<file path="src/design/u8d_pkg.sv">
`default_nettype none

package u8d_pkg;

  // field widths
  localparam int unsigned BYTE_W = 8;
  localparam int unsigned CP_W   = 21;

  // replacement character for broken sequences
  localparam logic [CP_W-1:0] REPLACEMENT_CP = 21'h00FFFD;

  // one input item: a raw byte and its end flag
  typedef struct packed {
    logic [BYTE_W-1:0] data_byte;
    logic              end_of_string;
  } in_item_t;

  // one result item
  typedef struct packed {
    logic [CP_W-1:0] code_point;
    logic            was_replaced;
    logic            last_of_string;
  } result_t;

  // decoder status toward the handshake control
  typedef struct packed {
    logic has_result;
    logic in_sequence;
  } dec_status_t;

endpackage

`default_nettype wire

</file>
<file path="src/design/u8d_stream_if.sv">
`default_nettype none

// byte channel
interface u8d_byte_if;
  logic                        valid;
  logic                        ready;
  logic [u8d_pkg::BYTE_W-1:0]  data_byte;
  logic                        end_of_string;

  modport source (output valid, output data_byte, output end_of_string, input ready);
  modport sink (input valid, input data_byte, input end_of_string, output ready);
endinterface

// code point channel
interface u8d_cp_if;
  logic                      valid;
  logic                      ready;
  logic [u8d_pkg::CP_W-1:0]  code_point;
  logic                      was_replaced;
  logic                      last_of_string;

  modport source (
    output valid, output code_point, output was_replaced, output last_of_string, input ready
  );
  modport sink (
    input valid, input code_point, input was_replaced, input last_of_string, output ready
  );
endinterface

`default_nettype wire

</file>
<file path="src/design/u8d_in_stage.sv">
`default_nettype none

module u8d_in_stage (
  input  wire logic              clk,
  input  wire logic              rst_n,
  input  wire logic              in_valid,
  output logic                   in_ready,
  input  wire u8d_pkg::in_item_t in_item,
  input  wire logic              advance,
  output logic                   s1_valid,
  output u8d_pkg::in_item_t      s1_item
);

  logic              valid_r;
  logic              valid_nxt;
  u8d_pkg::in_item_t item_r;
  logic              load;

  // take a new item when empty or when the held item moves on
  assign in_ready  = !valid_r || advance;
  assign load      = in_valid && in_ready;
  assign valid_nxt = load ? 1'b1 : (advance ? 1'b0 : valid_r);

  always_ff @(posedge clk) begin
    if (!rst_n) begin
      valid_r <= 1'b0;
    end else begin
      valid_r <= valid_nxt;
    end
  end

  // payload, no reset
  always_ff @(posedge clk) begin
    if (load) begin
      item_r <= in_item;
    end
  end

  assign s1_valid = valid_r;
  assign s1_item  = item_r;

endmodule

`default_nettype wire

</file>
<file path="src/design/u8d_decode.sv">
`default_nettype none

module u8d_decode (
  input  wire logic              clk,
  input  wire logic              rst_n,
  input  wire u8d_pkg::in_item_t item,
  input  wire logic              advance,
  output u8d_pkg::dec_status_t   status,
  output u8d_pkg::result_t       result
);

  logic [1:0]               remain_r;
  logic [1:0]               remain_nxt;
  logic [u8d_pkg::CP_W-1:0] partial_r;
  logic [u8d_pkg::CP_W-1:0] partial_nxt;
  logic                     bad_r;
  logic                     bad_nxt;

  logic [7:0]               b;
  logic                     eos;
  logic                     cont_bad;
  logic [1:0]               remain_dec;
  logic [u8d_pkg::CP_W-1:0] partial_sh;

  assign b          = item.data_byte;
  assign eos        = item.end_of_string;
  assign cont_bad   = (b[7:6] != 2'b10);
  assign remain_dec = remain_r - 2'd1;
  assign partial_sh = {partial_r[u8d_pkg::CP_W-7:0], b[5:0]};

  // sequence decode and state update
  always_comb begin
    remain_nxt            = remain_r;
    partial_nxt           = partial_r;
    bad_nxt               = bad_r;
    status.has_result     = 1'b0;
    status.in_sequence    = (remain_r != 2'd0);
    result.code_point     = u8d_pkg::REPLACEMENT_CP;
    result.was_replaced   = 1'b1;
    result.last_of_string = eos;
    if (remain_r == 2'd0) begin
      priority if (b[7] == 1'b0) begin
        status.has_result   = 1'b1;
        result.code_point   = {{(u8d_pkg::CP_W-8){1'b0}}, b};
        result.was_replaced = 1'b0;
      end else if (b[7:5] == 3'b110 || b[7:4] == 4'b1110 || b[7:3] == 5'b11110) begin
        if (eos) begin
          // lead byte cut short by the end of the string
          status.has_result = 1'b1;
          remain_nxt        = 2'd0;
          partial_nxt       = '0;
          bad_nxt           = 1'b0;
        end else begin
          bad_nxt = 1'b0;
          priority if (b[7:5] == 3'b110) begin
            remain_nxt  = 2'd1;
            partial_nxt = {{(u8d_pkg::CP_W-5){1'b0}}, b[4:0]};
          end else if (b[7:4] == 4'b1110) begin
            remain_nxt  = 2'd2;
            partial_nxt = {{(u8d_pkg::CP_W-4){1'b0}}, b[3:0]};
          end else begin
            remain_nxt  = 2'd3;
            partial_nxt = {{(u8d_pkg::CP_W-3){1'b0}}, b[2:0]};
          end
        end
      end else begin
        // stray continuation or invalid lead
        status.has_result = 1'b1;
      end
    end else begin
      if (remain_dec == 2'd0) begin
        // sequence complete
        status.has_result = 1'b1;
        if (!(bad_r || cont_bad)) begin
          result.code_point   = partial_sh;
          result.was_replaced = 1'b0;
        end
        remain_nxt  = 2'd0;
        partial_nxt = '0;
        bad_nxt     = 1'b0;
      end else if (eos) begin
        // continuation cut short by the end of the string
        status.has_result = 1'b1;
        remain_nxt        = 2'd0;
        partial_nxt       = '0;
        bad_nxt           = 1'b0;
      end else begin
        remain_nxt  = remain_dec;
        partial_nxt = partial_sh;
        bad_nxt     = bad_r || cont_bad;
      end
    end
  end

  always_ff @(posedge clk) begin
    if (!rst_n) begin
      remain_r  <= 2'd0;
      partial_r <= '0;
      bad_r     <= 1'b0;
    end else if (advance) begin
      remain_r  <= remain_nxt;
      partial_r <= partial_nxt;
      bad_r     <= bad_nxt;
    end
  end

endmodule

`default_nettype wire

</file>
<file path="src/design/u8d_out_stage.sv">
`default_nettype none

module u8d_out_stage (
  input  wire logic             clk,
  input  wire logic             rst_n,
  input  wire logic             load,
  input  wire u8d_pkg::result_t result,
  output logic                  free,
  output logic                  out_valid,
  input  wire logic             out_ready,
  output u8d_pkg::result_t      out_item
);

  logic             valid_r;
  logic             valid_nxt;
  u8d_pkg::result_t item_r;

  // register is free when empty or being drained this cycle
  assign free      = !valid_r || out_ready;
  assign valid_nxt = load ? 1'b1 : (out_ready ? 1'b0 : valid_r);

  always_ff @(posedge clk) begin
    if (!rst_n) begin
      valid_r <= 1'b0;
    end else begin
      valid_r <= valid_nxt;
    end
  end

  // payload, no reset
  always_ff @(posedge clk) begin
    if (load) begin
      item_r <= result;
    end
  end

  assign out_valid = valid_r;
  assign out_item  = item_r;

endmodule

`default_nettype wire

</file>
<file path="src/design/utf8_stream_decoder_top.sv">
// utf8_stream_decoder_top: streaming UTF-8 to code point decoder.
// in_stream carries one byte per item with end_of_string on the final byte
// of a string; out_stream carries one code point per completed sequence,
// with was_replaced set when 0xFFFD stands for a broken sequence and
// last_of_string copied from the byte that closed it.
// Lead and inner bytes of multi-byte sequences produce no item; a string
// ending on one of them yields a replacement. Each byte passes the input
// register, then is decoded into the result register. Throughput: one byte
// per cycle unless an item finds the result register full, set by the
// single decode step between the input register and the result register.
// Reset (rst_n low, synchronous) empties both registers and clears the
// sequence state. When the receiver stalls, a finished item waits in the
// result register; bytes that produce no item keep flowing, and a byte that
// produces an item waits in the input register, which holds in_stream.ready
// low only once both registers are occupied.
`default_nettype none

module utf8_stream_decoder_top (
  input  wire logic clk,
  input  wire logic rst_n,
  u8d_byte_if.sink  in_stream,
  u8d_cp_if.source  out_stream
);

  u8d_pkg::in_item_t    in_item;
  u8d_pkg::in_item_t    s1_item;
  logic                 s1_valid;
  logic                 advance;
  logic                 out_free;
  logic                 out_load;
  u8d_pkg::dec_status_t status;
  u8d_pkg::result_t     result;
  u8d_pkg::result_t     out_item;

  assign in_item.data_byte     = in_stream.data_byte;
  assign in_item.end_of_string = in_stream.end_of_string;

  u8d_in_stage u_in (
    .clk      (clk),
    .rst_n    (rst_n),
    .in_valid (in_stream.valid),
    .in_ready (in_stream.ready),
    .in_item  (in_item),
    .advance  (advance),
    .s1_valid (s1_valid),
    .s1_item  (s1_item)
  );

  u8d_decode u_dec (
    .clk     (clk),
    .rst_n   (rst_n),
    .item    (s1_item),
    .advance (advance),
    .status  (status),
    .result  (result)
  );

  // held byte moves on unless its item finds the result register full
  assign advance  = s1_valid && (!status.has_result || out_free);
  assign out_load = advance && status.has_result;

  u8d_out_stage u_out (
    .clk       (clk),
    .rst_n     (rst_n),
    .load      (out_load),
    .result    (result),
    .free      (out_free),
    .out_valid (out_stream.valid),
    .out_ready (out_stream.ready),
    .out_item  (out_item)
  );

  assign out_stream.code_point     = out_item.code_point;
  assign out_stream.was_replaced   = out_item.was_replaced;
  assign out_stream.last_of_string = out_item.last_of_string;

  // input backs up only when both stages hold a waiting item
  a_stall_cause: assert property (@(posedge clk) disable iff (!rst_n)
    !in_stream.ready |-> (s1_valid && out_stream.valid && !out_stream.ready))
    else $error("input stalled without a blocked result");

  // every emitted item closes the sequence
  a_emit_closes: assert property (@(posedge clk) disable iff (!rst_n)
    out_load |=> !status.in_sequence)
    else $error("sequence state left open after an item");

  // a replaced item always carries the replacement character
  a_replaced_cp: assert property (@(posedge clk) disable iff (!rst_n)
    (out_stream.valid && out_stream.was_replaced) |->
      (out_stream.code_point == u8d_pkg::REPLACEMENT_CP))
    else $error("replaced item with wrong code point");

endmodule

`default_nettype wire

</file>
<file path="src/flat_wrapper.sv">
// flat-port wrapper written by rule: the top's interface ports become plain ports
module utf8_stream_decoder_top_flat 
  (clk, rst_n, in_stream_valid, in_stream_data_byte, in_stream_end_of_string, in_stream_ready, out_stream_valid, out_stream_code_point, out_stream_was_replaced, out_stream_last_of_string, out_stream_ready);
  u8d_byte_if in_stream_i ();
  u8d_cp_if out_stream_i ();
  input  wire logic clk;
  input  wire logic rst_n;
  input wire logic [$bits(in_stream_i.valid)-1:0] in_stream_valid;
  input wire logic [$bits(in_stream_i.data_byte)-1:0] in_stream_data_byte;
  input wire logic [$bits(in_stream_i.end_of_string)-1:0] in_stream_end_of_string;
  output wire logic [$bits(in_stream_i.ready)-1:0] in_stream_ready;
  output wire logic [$bits(out_stream_i.valid)-1:0] out_stream_valid;
  output wire logic [$bits(out_stream_i.code_point)-1:0] out_stream_code_point;
  output wire logic [$bits(out_stream_i.was_replaced)-1:0] out_stream_was_replaced;
  output wire logic [$bits(out_stream_i.last_of_string)-1:0] out_stream_last_of_string;
  input wire logic [$bits(out_stream_i.ready)-1:0] out_stream_ready;
  assign in_stream_i.valid = in_stream_valid;
  assign in_stream_i.data_byte = in_stream_data_byte;
  assign in_stream_i.end_of_string = in_stream_end_of_string;
  assign in_stream_ready = in_stream_i.ready;
  assign out_stream_valid = out_stream_i.valid;
  assign out_stream_code_point = out_stream_i.code_point;
  assign out_stream_was_replaced = out_stream_i.was_replaced;
  assign out_stream_last_of_string = out_stream_i.last_of_string;
  assign out_stream_i.ready = out_stream_ready;
  utf8_stream_decoder_top u_core (.clk(clk), .rst_n(rst_n), .in_stream(in_stream_i), .out_stream(out_stream_i));
endmodule
</file>
<file path="config.mk">
export PLATFORM = sky130hd
export DESIGN_NAME = utf8_stream_decoder_top_flat
export DESIGN_NICKNAME = d
export VERILOG_FILES = /design/src/design/u8d_pkg.sv /design/src/design/u8d_stream_if.sv /design/src/design/u8d_in_stage.sv /design/src/design/u8d_decode.sv /design/src/design/u8d_out_stage.sv /design/src/design/utf8_stream_decoder_top.sv /design/src/flat_wrapper.sv
export SDC_FILE = /design/constraint.sdc
export NUM_CORES = 1
export LEC_CHECK = 0
export BUFFER_PORTS_ARGS = -buffer_cell sky130_fd_sc_hd__buf_4
export CORE_ASPECT_RATIO = 0.7
export CORE_MARGIN = 2
export CORE_UTILIZATION = 54
export DETAILED_ROUTE_END_ITERATION = 12
export GPL_ROUTABILITY_DRIVEN = 0
export PLACE_DENSITY = 0.88
export SYNTH_ARGS = -nofsm -noshare
export SYNTH_HDL_FRONTEND = slang
export SYNTH_SLANG_ARGS = --single-unit
</file>
<file path="constraint.sdc">
create_clock -name clk -period 2.8 [get_ports clk]
set_input_delay 0.42 -clock clk [delete_from_list [all_inputs] [get_ports clk]]
set_output_delay 0.42 -clock clk [all_outputs]
set_load 0.02 [all_outputs]
</file>
==> run_results.csv, run 1 <==
group,metric,value,unit
clock_network,path_clk_slew,90,ps
critical_path,critPathArrivalTime,2200,ps
layout,nNetsFinal,228,
layout,final_core_util,0.7007,
layout,drive_gt1_frac,0.2617,
floorplan,rows,18,
global_route,grt_pass1_wl,6.423,mm
synth,yosysWarnings,0,
global_route,antenna_found_initial,0,
sta,relSlewSlack,0.2477,
power_and_ir_drop,p_comb_frac,0.112,
sta,slew_violations,0,
synth,synthFlopType,"edfxtp_1",
floorplan,dieArea,4381,um^2
power_and_ir_drop,p_int,1088,uW
floorplan,io_pins,38,
floorplan,core_area,3603,um^2
sta,fin_ws,176.0,ps
critical_path,crit_type,"flop to primary output",
sta,worst_pin_slew,1123,ps
floorplan,die_width,78.26,um
sta,rsz0062_at_grt,"false",
power_and_ir_drop,p_sw,348.4,uW
clock_network,insertion_delay,300,ps
clock_network,clock_path_buffers,2,
clock_network,htree_levels,2,
global_route,first_global_vias,1303,
synth,syn_nets,186,
power_and_ir_drop,seqPwrFrac,0.601,
critical_path,cp-start-kind,"flop",
sta,fin_crit_sh,0.9371,
sta,setup-violations-final,0,
floorplan,start_util,0.5785,
power_and_ir_drop,clkPwrFrac,0.288,
power_and_ir_drop,max-vdd-ir-drop,0.4228,mV
sta,tns,0,ps
detailed_routing,ant_nets,0,
clock_network,cts_tree,"built",
synth,async_flop_share,0,
detailed_routing,drc,0,
layout,syn2layout_area_growth,21.13,%
placement,io_buffer_count,37,
placement,hpwl,2.843,mm
global_route,grt_use_total,0.1924,
run_status,outcome,"complete, no violations",
detailed_routing,viasPerCell,5.420,
synth,syn_area,2084,um^2
synth,synth.distinct_cells,35,
sta,period_needed,2624,ps
synth,ys_ff_latch,52,
critical_path,cp-end-kind,"primary output",
min_path,min_path_type,"primary input to flop",
synth,synth_edf_count,32,
critical_path,cp_max_fo,4,
layout,layout_common_cells,"buf_4 (43), edfxtp_1 (32), dfxtp_1 (20)",
detailed_routing,vias,1431,
detailed_routing,routedWlPerCell,14.73,um
synth,syn_avg_cell_area,12.19,um^2
synth,synth_cells,171,
clock_network,post-cts-setup-buffer-count,0,
power_and_ir_drop,p_leak,0.0009017,uW
detailed_routing,dr.pass1.iters,4,
critical_path,crit_required,2380,ps
floorplan,die_y,55.98,um
synth,ys_seq_area_frac,0.6531,
run,cap_violations,0,
sta,timing.clock.skew,6.118,ps
power_and_ir_drop,switching_share,0.2426,
detailed_routing,drtIter0Drc,146,
global_route,grt_overflow_total,0,
sta,hold_viol_final,0,
layout,mostFrequentLayoutCell,"buf_4",
sta,fmax,381.1,MHz
clock_network,numCtsBuffers,5,
layout,antenna_cells,0,
power_and_ir_drop,p_per_area,568.9,nW/um^2
placement,pre_cts_ws,385.8,ps
clock_network,clock_sinks,52,
detailed_routing,wl,3.890,mm
clock_network,cts.repair.resized,0,
clock_network,cts-root-buf,"clkbuf_8",
clock_network,cts_hold_buf,0,
global_route,grt_max_degree,24,
-- power groups by stage --
stage	logic, uW	clock network [uW]	registers [uW]
after floorplan	76.0	0	898
after global placement	156	0	879
after detailed placement	160	0	881
after CTS	161	419	863
after global routing	175	449	867
final	160	413	863
-- final cells by class --
cell class / count / area [um^2]
Clock inverter: 2 / 16.27
Inverter: 11 / 41.29
Timing Repair Buffer: 43 / 322.8
Fill cell: 278 / 1079
Tap cell: 50 / 62.56
Clock buffer: 6 / 72.57
Multi-Input combinational cell: 100 / 648.1
Sequential cell: 52 / 1361
-- metrics by stage --
stage               area, um^2  total power, uW  cells  hold WS, ps
finish                    2525             1436    264        291.1
global route              2525             1490    264        282.0
CTS                       2525             1443    264        286.0
detailed placement        2436             1041    256        463.0
global placement          2436             1035    256        456.8
floorplan                 2085            974.2    171        444.6
-- Yosys cell counts, types with 2 or more instances --
cell / instances / area share
dfxtp_1: 20 / 0.19
o21a_1: 5 / 0.018
and2_1: 7 / 0.021
a22o_1: 3 / 0.013
o21ai_0: 17 / 0.041
nand2b_1: 10 / 0.030
a32o_1: 2 / 0.0096
ha_1: 2 / 0.012
o41ai_1: 2 / 0.0084
clkbuf_1: 3 / 0.0054
nor2b_1: 2 / 0.0060
nor3_1: 3 / 0.0072
a21oi_1: 13 / 0.031
buf_2: 4 / 0.0096
nand4_1: 11 / 0.033
nand2_1: 4 / 0.0072
edfxtp_1: 32 / 0.46
nor2_1: 4 / 0.0072
inv_1: 11 / 0.020
-- worst paths after layout --
check	to	depth (start not counted)	start	slack, ps
worst max-delay path	in_stream_ready	7	u_core.u_dec.remain_r[0]$_SDFFE_PN0P_	180
worst min-delay path	u_core.u_in.s1_item[0]$_DFFE_PP_	1	in_stream_end_of_string	290
worst max register to register	u_core.u_out.out_item[19]$_SDFFCE_PP0P_	5	u_core.u_dec.remain_r[0]$_SDFFE_PN0P_	410
worst min register to register	u_core.u_dec.partial_r[13]$_SDFFE_PN0P_	2	u_core.u_dec.partial_r[13]$_SDFFE_PN0P_	480
-- cell families after synthesis --
logic type	Yosys count	share of synthesized area
AOI/OAI and AO/OA	51	0.1549
adders and majority gates	2	0.01200
buffers and inverters	19	0.03721
DFF	52	0.6531
and+or+nand+nor	47	0.1428
-- flip-flops by register name (all words and copies together), names as in the netlist --
| name | count |
|---|---|
| u_core.u_in.s1_valid | 1 |
| u_core.u_dec.remain_r | 2 |
| u_core.u_out.out_item | 23 |
| u_core.u_in.s1_item | 9 |
| u_core.u_out.out_valid | 1 |
| u_core.u_dec.bad_r | 1 |
| u_core.u_dec.partial_r | 15 |
-- worst max-delay path, stage by stage (launching register included) --
cell	delay (ps)
dfxtp_1	370
inv_1	80
ha_1	250
and4_1	220
o41ai_1	620
nor2_1	140
inv_1	90
buf_4	130
-- per-layer routing --
layer,up-vias,wire (um),track usage
met3,5,218,0.04545
met4,0,46,0.06767
met2,41,1784,0.2869
met5,-,0,0
met1,668,1840,0.2771
li1,717,-,-
No activity file was read; power rests on OpenSTA's default activity.
==> run 2: changes to the inputs <==
--- a/config.mk
+++ b/config.mk
@@ -8,10 +8,11 @@
 export BUFFER_PORTS_ARGS = -buffer_cell sky130_fd_sc_hd__buf_4
 export CORE_ASPECT_RATIO = 0.7
 export CORE_MARGIN = 2
-export CORE_UTILIZATION = 54
+export CORE_UTILIZATION = 50
+export CTS_BUF_LIST = sky130_fd_sc_hd__clkbuf_8 sky130_fd_sc_hd__clkbuf_16
 export DETAILED_ROUTE_END_ITERATION = 12
 export GPL_ROUTABILITY_DRIVEN = 0
-export PLACE_DENSITY = 0.88
+export PLACE_DENSITY = 0.83
 export SYNTH_ARGS = -nofsm -noshare
 export SYNTH_HDL_FRONTEND = slang
 export SYNTH_SLANG_ARGS = --single-unit
==> run 2 against run 1 <==
Against the previous run: register-to-register slack barely moved; via count rose by 1.2%; worst setup slack gained 6.4 ps; total power increased by 0.18%; final cell count grew 1.1%; count of clock-buffer cells in the layout shrank 1; critical path type unchanged.
==> run_results.csv, run 2 (same netlist as run 1, synthesis figures left out) <==
group,metric,value,unit
layout,fill_cells,337,
sta,relSlewSlack,0.2489,
placement,pre_cts_ws,419.3,ps
critical_path,critPathArrivalTime,2200,ps
layout,mostFrequentLayoutCell,"buf_4",
placement,hpwl,2.683,mm
clock_network,path_clk_slew,90,ps
detailed_routing,drc,0,
sta,setup-violations-final,0,
layout,drive_gt1_frac,0.2651,
clock_network,clock_path_buffers,2,
floorplan,die_y,58.02,um
run,cap_violations,0,
clock_network,clock_sinks,52,
detailed_routing,wl,3.861,mm
min_path,min_path_type,"primary input to flop",
global_route,use_met3,0.04673,
sta,fin_crit_sh,0.9348,
detailed_routing,drtIter0Drc,187,
floorplan,start_util,0.5251,
critical_path,crit_required,2380,ps
critical_path,rr_endpoint,"u_core.u_out.out_item[18]$_SDFFCE_PP0P_",
critical_path,crit_type,"flop to primary output",
clock_network,cts_tree,"built",
layout,antenna_cells,0,
sta,fin_ws,182.4,ps
critical_path,timing.rr.start,"u_core.u_dec.remain_r[0]$_SDFFE_PN0P_",
layout,regArea,1361,um^2
layout,syn2layout_area_growth,21.55,%
min_path,hold_end,"u_core.u_in.s1_item[2]$_DFFE_PP_",
placement,io_buffer_count,37,
global_route,busiest_layer,"met1",
detailed_routing,vias,1448,
power_and_ir_drop,power.total,1439,uW
global_route,grtUsageMet1,0.2845,
critical_path,slowest_stage,"o41ai_1",
layout,final_core_util,0.6382,
sta,rsz0062_at_grt,"false",
sta,fmax,382.0,MHz
critical_path,r2r_cells,5,
floorplan,rows,19,
power_and_ir_drop,p_per_area,568.0,nW/um^2
sta,timing.clock.skew,11.44,ps
clock_network,cts_hold_buf,0,
detailed_routing,routedWlPerCell,14.46,um
critical_path,critPathBufInv,3,
clock_network,post-cts-setup-buffer-count,0,
global_route,grt_use_total,0.1871,
clock_network,cts.repair.resized,0,
critical_path,r2r_slack,410,ps
critical_path,critPathMaxStageDelay,620,ps
layout,nNetsFinal,229,
min_path,hold_path_depth,1,
critical_path,cp-start-kind,"flop",
critical_path,cp_cell_sequence,"inv_1 > ha_1 > and4_1 > o41ai_1 > nor2_1 > inv_1 > buf_4",
power_and_ir_drop,max-vdd-ir-drop,0.3199,mV
clock_network,insertion_delay,310,ps
global_route,grt_overflow_total,0,
floorplan,core_area,3970,um^2
run_status,outcome,"complete, no violations",
sta,period_needed,2618,ps
floorplan,die_width,81.18,um
detailed_routing,ant_nets,0,
floorplan,dieArea,4710,um^2
critical_path,crit_cells,7,
clock_network,numCtsBuffers,5,
layout,largest_reg_flops,23,
clock_network,cts-root-buf,"clkbuf_8",
critical_path,cp_max_fo,4,
floorplan,io_pins,38,
sta,worst_pin_slew,1122,ps
layout,layout_common_cells,"buf_4 (44), edfxtp_1 (32), dfxtp_1 (20)",
clock_network,htree_levels,2,
sta,hold_viol_final,0,
min_path,min-delay-start,"in_stream_data_byte[1]",
global_route,antenna_found_initial,0,
global_route,grt_pass1_wl,6.492,mm
critical_path,cp-end-kind,"primary output",
layout,multi_input_area,648.1,um^2
detailed_routing,dr.pass1.iters,4,
sta,tns,0,ps
critical_path,crit_top_cell,"inv_1",
sta,slew_violations,0,
critical_path,crit_family,"compound AO/OA/AOI/OAI gates",
global_route,met2_usage,0.2621,
detailed_routing,viasPerCell,5.423,
global_route,grt_max_degree,24,
power_and_ir_drop,p_leak,0.0009150,uW
global_route,first_global_vias,1311,
[run 2: routing by layer]
| metal | routed length, um | up-vias |
|---|---|---|
| met5 | 0 | - |
| met4 | 57 | 0 |
| met3 | 216 | 7 |
| met2 | 1740 | 36 |
| met1 | 1846 | 684 |
| li1 | - | 721 |
[run 2: worst max-delay path by stage]
stage,endpoint,start,slack (ps)
after global routing,in_stream_ready,u_core.u_dec.remain_r[0]$_SDFFE_PN0P_,40
after floorplan,u_core.u_out.out_item[0]$_DFFE_PP_,u_core.u_dec.remain_r[0]$_SDFFE_PN0P_,300
after CTS,in_stream_ready,u_core.u_dec.remain_r[0]$_SDFFE_PN0P_,180
after detailed placement,u_core.u_out.out_item[8]$_DFFE_PP_,u_core.u_dec.remain_r[0]$_SDFFE_PN0P_,420
final,in_stream_ready,u_core.u_dec.remain_r[0]$_SDFFE_PN0P_,180
after global placement,u_core.u_out.out_item[12]$_DFFE_PP_,u_core.u_dec.remain_r[0]$_SDFFE_PN0P_,520
[run 2: layout make-up]
cell class	count	share of cell area
Inverter	11	0.01630
Timing Repair Buffer	44	0.1304
Clock buffer	5	0.02716
Tap cell	52	0.02568
Sequential cell	52	0.5373
Multi-Input combinational cell	100	0.2558
Clock inverter	3	0.007407
[run 2: through the flow]
step	hold WS (ps)	cell area, um^2	std cells
after floorplan	444.6	2085	171
after global placement	458.1	2446	259
after detailed placement	462.1	2446	259
after CTS	285.3	2534	267
after global routing	267.5	2534	267
final	286.0	2534	267
[run 2: power by group]
part / switching [uW] / internal, uW / total [uW]
logic: 97.2 / 64.6 / 162
registers: 14.9 / 846 / 861
clock network: 241 / 175 / 416
total: 353 / 1090 / 1440
